File: src/rtl/i2ctrf_pkg.sv
// Shared types and constants for the bus target register file.
`timescale 1ns / 1ps

package i2ctrf_pkg;

    localparam int MAP_BYTES_DEFAULT = 256;

    localparam logic [7:0] BUSY_MASK_RESET = 8'h01;
    localparam logic [7:0] STATUS_ADDR     = 8'd1;

    localparam logic [2:0] FUNC_START_WR = 3'd0;
    localparam logic [2:0] FUNC_START_RD = 3'd1;
    localparam logic [2:0] FUNC_BUS_WR   = 3'd2;
    localparam logic [2:0] FUNC_BUS_RD   = 3'd3;
    localparam logic [2:0] FUNC_STOP     = 3'd4;
    localparam logic [2:0] FUNC_LOCAL_WR = 3'd5;
    localparam logic [2:0] FUNC_LOCAL_RD = 3'd6;

    localparam logic [7:0] CTRL_ADDR_LAST_LOW = 8'd4;
    localparam logic [7:0] CTRL_ADDR_A        = 8'd8;
    localparam logic [7:0] CTRL_ADDR_B        = 8'd9;

    typedef struct packed {
        logic [2:0] func;
        logic [7:0] local_address;
        logic [7:0] data;
    } in_item_t;

    typedef struct packed {
        logic [7:0] read_data;
        logic       notify;
        logic [7:0] notify_pointer;
    } out_item_t;

    function automatic logic is_ctrl_addr(input logic [7:0] a);
        return (a <= CTRL_ADDR_LAST_LOW) || (a == CTRL_ADDR_A) || (a == CTRL_ADDR_B);
    endfunction

endpackage

File: src/rtl/i2c_target_register_file_unit.sv
// Top level of the bus target register file with auto-increment pointer.
`timescale 1ns / 1ps

// The unit accepts one transaction per clock cycle while the result side is not stalled.
// A result passes the registered read port of the byte memory and the stage-one registers,
// then the result register. The status byte at address 1 is held in its own register, and
// a valid bit per memory entry makes unwritten bytes read as zero, so no clearing pass runs
// after reset.
module i2c_target_register_file_unit #(
    parameter int MAP_BYTES = i2ctrf_pkg::MAP_BYTES_DEFAULT
) (
    input  logic                 aclk,
    input  logic                 aresetn,
    input  logic                 s_valid,
    output logic                 s_ready,
    input  i2ctrf_pkg::in_item_t s_data,
    output logic                 m_valid,
    input  logic                 m_ready,
    output i2ctrf_pkg::out_item_t m_data,
    input  logic                 cfg_wr_en,
    input  logic [7:0]           cfg_wr_data
);
    import i2ctrf_pkg::*;

    localparam int AW = $clog2(MAP_BYTES);
    localparam logic [AW-1:0] STATUS_IDX = AW'(STATUS_ADDR);

    function automatic logic [AW-1:0] map_idx(input logic [7:0] a);
        logic [8:0] v;
        v = {1'b0, a};
        for (int k = 4; k >= 0; k--) begin
            if (int'(v) >= (MAP_BYTES << k)) begin
                v = v - 9'(MAP_BYTES << k);
            end
        end
        return v[AW-1:0];
    endfunction

    logic [7:0]           mem [MAP_BYTES];
    logic [MAP_BYTES-1:0] mem_valid_reg;
    logic [7:0]           mem_rdata_reg;

    logic [7:0] busy_mask_reg;
    logic [7:0] status_reg, status_next;
    logic [7:0] ptr_reg, ptr_next;
    logic       loaded_reg, loaded_next;

    logic       p1_valid_reg;
    logic       p1_use_mem_reg, p1_use_mem_next;
    logic       p1_mem_valid_reg;
    logic [7:0] p1_byte_reg, p1_byte_next;
    logic       p1_notify_reg, p1_notify_next;
    logic [7:0] p1_ptr_reg, p1_ptr_next;

    logic            m_valid_reg;
    out_item_t       m_data_reg;
    out_item_t       p1_out;

    logic            accept;
    logic            p1_advance;
    logic            mem_we, mem_re;
    logic [AW-1:0]   mem_waddr, mem_raddr;
    logic [AW-1:0]   ptr_idx, laddr_idx;

    assign p1_advance = !m_valid_reg || m_ready;
    assign s_ready    = !p1_valid_reg || p1_advance;
    assign accept     = s_valid && s_ready;
    assign ptr_idx    = map_idx(ptr_reg);
    assign laddr_idx  = map_idx(s_data.local_address);

    always_comb begin
        ptr_next        = ptr_reg;
        loaded_next     = loaded_reg;
        status_next     = status_reg;
        mem_we          = 1'b0;
        mem_waddr       = ptr_idx;
        mem_re          = 1'b0;
        mem_raddr       = ptr_idx;
        p1_use_mem_next = 1'b0;
        p1_byte_next    = 8'd0;
        p1_notify_next  = 1'b0;
        p1_ptr_next     = 8'd0;
        if (accept) begin
            unique case (s_data.func)
                FUNC_START_WR: begin
                    loaded_next = 1'b0;
                end
                FUNC_BUS_WR: begin
                    if (!loaded_reg) begin
                        ptr_next    = s_data.data;
                        loaded_next = 1'b1;
                    end else begin
                        if (ptr_idx == STATUS_IDX) begin
                            status_next = s_data.data;
                        end else begin
                            mem_we = 1'b1;
                        end
                        if (is_ctrl_addr(ptr_reg)) begin
                            status_next = status_next | busy_mask_reg;
                        end else begin
                            ptr_next = ptr_reg + 8'd1;
                        end
                    end
                end
                FUNC_BUS_RD: begin
                    if (ptr_idx == STATUS_IDX) begin
                        p1_byte_next = status_reg;
                    end else begin
                        mem_re          = 1'b1;
                        p1_use_mem_next = 1'b1;
                    end
                    ptr_next = ptr_reg + 8'd1;
                end
                FUNC_STOP: begin
                    if (status_reg != 8'd0) begin
                        p1_notify_next = 1'b1;
                        p1_ptr_next    = ptr_reg;
                    end
                end
                FUNC_LOCAL_WR: begin
                    mem_waddr = laddr_idx;
                    if (laddr_idx == STATUS_IDX) begin
                        status_next = s_data.data;
                    end else begin
                        mem_we = 1'b1;
                    end
                end
                FUNC_LOCAL_RD: begin
                    mem_raddr = laddr_idx;
                    if (laddr_idx == STATUS_IDX) begin
                        p1_byte_next = status_reg;
                    end else begin
                        mem_re          = 1'b1;
                        p1_use_mem_next = 1'b1;
                    end
                end
                default: begin
                end
            endcase
        end
    end

    always_ff @(posedge aclk) begin
        if (mem_we) begin
            mem[mem_waddr] <= s_data.data;
        end
        if (mem_re) begin
            mem_rdata_reg <= mem[mem_raddr];
        end
    end

    always_ff @(posedge aclk) begin
        if (!aresetn) begin
            mem_valid_reg <= '0;
        end else if (mem_we) begin
            mem_valid_reg[mem_waddr] <= 1'b1;
        end
    end

    always_ff @(posedge aclk) begin
        if (!aresetn) begin
            busy_mask_reg <= BUSY_MASK_RESET;
            status_reg    <= 8'd0;
            ptr_reg       <= 8'd0;
            loaded_reg    <= 1'b0;
            p1_valid_reg  <= 1'b0;
            m_valid_reg   <= 1'b0;
        end else begin
            if (cfg_wr_en) begin
                busy_mask_reg <= cfg_wr_data;
            end
            status_reg <= status_next;
            ptr_reg    <= ptr_next;
            loaded_reg <= loaded_next;
            if (s_ready) begin
                p1_valid_reg <= s_valid;
            end
            if (p1_advance) begin
                m_valid_reg <= p1_valid_reg;
            end
        end
    end

    always_ff @(posedge aclk) begin
        if (accept) begin
            p1_use_mem_reg   <= p1_use_mem_next;
            p1_mem_valid_reg <= mem_valid_reg[mem_raddr];
            p1_byte_reg      <= p1_byte_next;
            p1_notify_reg    <= p1_notify_next;
            p1_ptr_reg       <= p1_ptr_next;
        end
        if (p1_advance && p1_valid_reg) begin
            m_data_reg <= p1_out;
        end
    end

    always_comb begin
        p1_out.read_data      = p1_byte_reg;
        if (p1_use_mem_reg) begin
            p1_out.read_data  = p1_mem_valid_reg ? mem_rdata_reg : 8'd0;
        end
        p1_out.notify         = p1_notify_reg;
        p1_out.notify_pointer = p1_ptr_reg;
    end

    assign m_valid = m_valid_reg;
    assign m_data  = m_data_reg;

endmodule

File: config.mk
export PLATFORM = sky130hd
export DESIGN_NAME = i2c_target_register_file_unit
export DESIGN_NICKNAME = d
export VERILOG_FILES = /design/src/rtl/i2ctrf_pkg.sv /design/src/rtl/i2c_target_register_file_unit.sv
export SDC_FILE = /design/constraint.sdc
export NUM_CORES = 2
export LEC_CHECK = 0
export BUFFER_PORTS_ARGS = -buffer_cell sky130_fd_sc_hd__buf_2
export CAP_MARGIN = 40
export CORE_MARGIN = 3
export CORE_UTILIZATION = 30
export CTS_CLUSTER_SIZE = 12
export DETAILED_ROUTE_END_ITERATION = 8
export GPL_TIMING_DRIVEN = 0
export PLACE_DENSITY = 0.47
export SYNTH_ARGS = -nofsm -noshare
export SYNTH_HDL_FRONTEND = slang
export SYNTH_SLANG_ARGS = --single-unit
File: constraint.sdc
create_clock -name aclk -period 7.7 [get_ports aclk]
set_clock_uncertainty 0.2 [all_clocks]
set_input_delay 1.54 -clock aclk [delete_from_list [all_inputs] [get_ports aclk]]
set_output_delay 1.54 -clock aclk [all_outputs]
set_load 0.03 [all_outputs]
### Yosys cells after proc, flatten, opt, wreduce, memory -nomap -nowiden

Memory sizes are Yosys's and may differ from the RTL's. A register that Yosys moved wholly into a read port is not among the register bits.
Cells that the tools add are included.

* bitwise gates (word level): 2
* equal/unequal tests: 12
* muxes and demuxes: 35
* order comparisons: 4
* reduce and logical (&&, ||, !) cells: 18
* add/sub/neg operators: 1

Operators by type and width (count)
* $or 256x256->256: 1
* $mux 8: 17
* $pmux 8 s2: 3
* $lt 8x9->1 const B: 2
* $eq 8x1->1 const B: 2
* $eq 8x4->1 const B: 2
* $mux 1: 10
* $eq 3x3->1 const B: 3
* $add 8x1->8 const B: 1
* $bmux 1 s8: 1
* $demux 1 s8: 1
* $ge 8x1->1 const B: 1
* $le 8x3->1 const B: 1
* $or 8x8->8: 1
* $reduce_bool 8->1: 1
* $eq 3x2->1 const B: 2
* $pmux 1 s2: 3
* $reduce_bool 2->1: 3
* $logic_or 1x1->1: 4
* $ne 2x2->1 const B: 2
* $reduce_and 2->1: 2
* $reduce_and 4->1: 1
* $logic_and 1x1->1: 3
* $logic_not 3->1: 1
* other kinds (3): 4

* logic and storage cells: 88
* memories kept: 1
* memory bits (writable): 2048
* register bits: 319
* output and inout port bits: 19
* input bits: 32

Memory list
* mem: depth 256, bits a word 8, rd ports 1, clocked after Yosys merged registers in 1, write ports 1, line i2c_target_register_file_unit.sv:39 `logic [7:0] mem [MAP_BYTES];`

### Longest topological paths before layout

* depth after elaboration: 10
* gate-level depth with buffers: 16
* mapped depth without buffers: 10

### Least setup slack after synthesis

OpenSTA, ideal clock, no wires.

* path kind: input to register
* start: input m_ready
* end: memory mem[197][0], enable pin
* data required time: 7.126 ns
* buffers on the path: 4
* path slack: 3.388 ns
* arrival time: 3.739 ns
* library setup time: 0.374 ns
* cell stages on the path: 11
* cells stage by stage: and3b_1 > buf_4 > inv_4 > nand2_1 > or2_2 > buf_2 > buf_6 > o21ai_0 > nand2_1 > buf_2 > nor2_1

* cells in the longest elaborated chain, start to end: 6

RTL lines
* start: declaration: line i2c_target_register_file_unit.sv:18 `input logic m_ready,`
* $logic_or 1x1->1 (*): line i2c_target_register_file_unit.sv:65 `assign p1_advance = !m_valid_reg || m_ready;`
* $logic_or 1x1->1 (*): line i2c_target_register_file_unit.sv:66 `assign s_ready = !p1_valid_reg || p1_advance;`
* $logic_and 1x1->1 (*): line i2c_target_register_file_unit.sv:67 `assign accept = s_valid && s_ready;`
* $mux 1: line i2c_target_register_file_unit.sv:83 `if (accept) begin`
* $mux 1: line i2c_target_register_file_unit.sv:144 `if (mem_we) begin`
* $mux 1 (not written as such): line i2c_target_register_file_unit.sv:145 `mem[mem_waddr] <= s_data.data;`
* end: declaration: line i2c_target_register_file_unit.sv:39

Every way passes the cells marked *; elsewhere a longest branch is shown, timed or not.

### Worst setup path in the final report

* start: input s_data[16] (netlist name)
* end: register mem_rdata_reg[2], read port of mem, data pin

* cells in the longest elaborated chain, start to end: 3

RTL lines
* start: declaration: line i2c_target_register_file_unit.sv:16 `input i2ctrf_pkg::in_item_t s_data,`
* $eq 3x3->1 or $eq 3x2->1 (tied branches): line i2c_target_register_file_unit.sv:84 `unique case (s_data.func)`
* $pmux 1 s2 or $mux 8 (tied branches): line i2c_target_register_file_unit.sv:84
* $mux 1 or $mux 8 (tied branches): line i2c_target_register_file_unit.sv:83
* end: declaration: line i2c_target_register_file_unit.sv:41 `logic [7:0] mem_rdata_reg;`

Parallel ways exist; a longest one is shown, timed or not.
A chain may end at the register's enable or synchronous reset.

==> impl_metrics.csv <==
group,metric,value,unit
synthesis,synth_xor_area_frac,0,
run,cap_violations,0,
setup_path,crit_path_max_fanout,11,
timing,fmax,146,MHz
setup_path,worstPathRequired,8130,ps
die,die_w,563,um
clocking,clock_latency,920,ps
synthesis,synth_area,93200,um^2
timing,slew_headroom,0.170,
synthesis,ys_seq_area_frac,0.735,
timing,final.setup.worst_slack,849,ps
global_route,grt_start_max_net_pins,134,
setup_path,start_kind,"input port",
drt,viasPerCell,5.68,
timing,period_share,0.890,
placement,dpl.hpwl,316000,um
clocking,cts-buffers-inserted,247,
synthesis,synthCells,6477,
clocking,cts_sinks,2375,
clocking,clk_path_buf_depth,4,
die,die-area,317000,um^2
drt,drt_pre_antenna_iters,9,
synthesis,synth_compound_area_frac,0.0733,
placement,gp_congestion,0.979,
global_route,grt_pass1_vias,60200,
synthesis,synth_edf_count,2092,
worst_hold_path,min_from,"p1_ptr_reg[1]",
synthesis,async_flop_share,0,
clocking,cts_setup_buffers,0,
setup_path,end_kind,"flip-flop",
synthesis,synth_top_family_by_area,"simple AND/OR/NAND/NOR gates",
synthesis,synthAdderAreaFrac,0.000403,
synthesis,yosys_most_used_dff,"edfxtp_1",
global_route,groute.usage.overall,0.268,
drt,remaining_drc_errors,0,
cells_and_area,layout_common_cells,"2092 x edfxtp_1, 1081 x nand2_1, 573 x mux2i_1",
clocking,clk_pin_slew,60,ps
cells_and_area,drive_gt1_frac,0.156,
synthesis,syn_area_per_cell,14.4,um^2
die,dieHeight,563,um
cells_and_area,final_common_cell,"edfxtp_1",
timing,setup_viol,0,
drt,drtIter0Drc,10900,
setup_path,rr_startpoint,"p1_valid_reg",
die,io_pins,51,
timing,tightestPinTransition,1240,ps
cells_and_area,area_growth_syn_to_layout,19.9,%
synthesis,synth_simple_gate_area_frac,0.0954,
cells_and_area,nets,7294,
worst_hold_path,hold_class,"flip-flop to flip-flop",
drt,routed_wl,439000,um
clocking,cts_tree,"done",
drt,wl_per_cell,37.9,um
synthesis,ys_warn_count,0,
timing,drv_slew,0,
power,power_per_cell_area,248,nW/um^2
power,p_leak,39.0,nW
synthesis,synth_top_area_frac,0.674,
die,initial_core_util,0.303,
clocking,cts_max_level,4,
setup_path,startpoint,"s_data[16]",
synthesis,synth.distinct_cells,72,
power,p_total,27.7,mW
timing,rsz0062_at_grt,"no",
setup_path,cp.arrival,7280,ps
die,num_rows,203,
setup_path,critPathKind,"input port to flip-flop",
synthesis,synth_largest_area_cell,"edfxtp_1",
status,status,"complete, no violations",
placement,dp_worst_setup_slack,296,ps
synthesis,synthMuxAreaShare,0.0705,
drt,ant_nets,0,
synthesis,syn_nets,6512,
global_route,grt_overflow,0,
drt,routed-via-count,65900,
placement,post-place-cells,11100,
clocking,cts-resized-gates,0,
synthesis,ys_ff_latch,2375,
global_route,antenna_found_initial,41,
cells_and_area,largest_reg_flops,2048,
die,coreArea,307000,um^2
synthesis,synth_area_leaders,"edfxtp_1 67%, mux2i_1 6.2%, dfxtp_1 6.1%",
power,irDropWorstVdd,0.188,mV
timing,finalWorstPathRequiredPeriod,6850,ps
cells_and_area,final-instance-count-excl-fill,11600,
global_route,grt_pass1_wl,569000,um
clocking,root_buffer,"clkbuf_16",
timing,hold_viol,0,
clocking,postCtsHoldBufs,0,
placement,port_buffers,45,
==> metal layers <==
metal	wire (um)	vias up	part of all wire	global-route usage
li1	-	26200	-	-
met1	168000	34000	0.38	0.354
met2	190000	4703	0.43	0.401
met3	51200	906	0.12	0.0654
met4	29700	14	0.068	0.156
met5	104	-	0.00024	0
==> layout make-up <==
cell class	instances	area, um^2
antenna	20	50.0
buffer	418	2330
fill	29400	196000
timing repair buffer	533	5510
tap	4100	5130
sequential	2375	68500
inverter	14	55.1
clock buffer	404	7220
multi-input combinational	3670	22400
clock inverter	52	473
==> cell families (layout without fill, tap and decap cells) <==
logic type	after synthesis	count (layout)
DFF	2375	2375
and+or+nand+nor	2037	2037
AOI/OAI and AO/OA	1019	1019
muxes	611	611
buffers and inverters	432	1421
adders and majority gates	3	3
other	0	20
==> power breakdown <==
part	total, mW	internal, mW	leakage (nW)	switching, mW
clock	11.7	6.56	3.73	5.14
combinational	2.02	0.464	14.2	1.55
sequential	14.0	14.0	21.1	0.00620
total	27.7	21.0	39.0	6.70
==> final timing paths <==
kind	to	slack (ps)	cells after the start
worst max-delay path	mem_rdata_reg[2]	850	15
worst min-delay path	m_data[1]	220	0
worst max register to register	mem_rdata_reg[2]	1320	15
worst min register to register	m_data[1]	220	0
==> synthesized netlist by cell type (60+ instances only) <==
cell and count:
a21oi_1 66, a31oi_1 152, buf_2 94, buf_4 60, clkbuf_1 193, dfxtp_1 283, edfxtp_1 2092, mux2i_1 573
nand2_1 1081, nand3_1 380, nand4_1 139, nor2_1 307, o21a_1 264, o21ai_0 159, o22ai_1 207
==> critical path: stages <==
cell	delay [ps]
buf_2	100
buf_2	200
nand4b_1	290
o21ai_1	120
nand2_1	240
buf_16	210
buf_2	650
buf_2	910
clkbuf_2	710
nand2_1	110
nand3_1	180
nand4_1	720
nand4_1	550
nor2_1	110
nor3b_2	550
==> per-stage QoR <==
| stage | instance area [um^2] | util | hold WS [ps] | setup TNS (ps) |
|---|---|---|---|---|
| after global routing | 112000 | 0.363 | 234 | 0 |
| after global placement | 98500 | 0.321 | 201 | -6680 |
| after detailed placement | 104000 | 0.338 | 207 | 0 |
| final | 112000 | 0.363 | 220 | 0 |
| after CTS | 112000 | 0.363 | 221 | 0 |
| after floorplan | 93200 | - | 200 | 0 |
(Power assumes the default switching activity.)
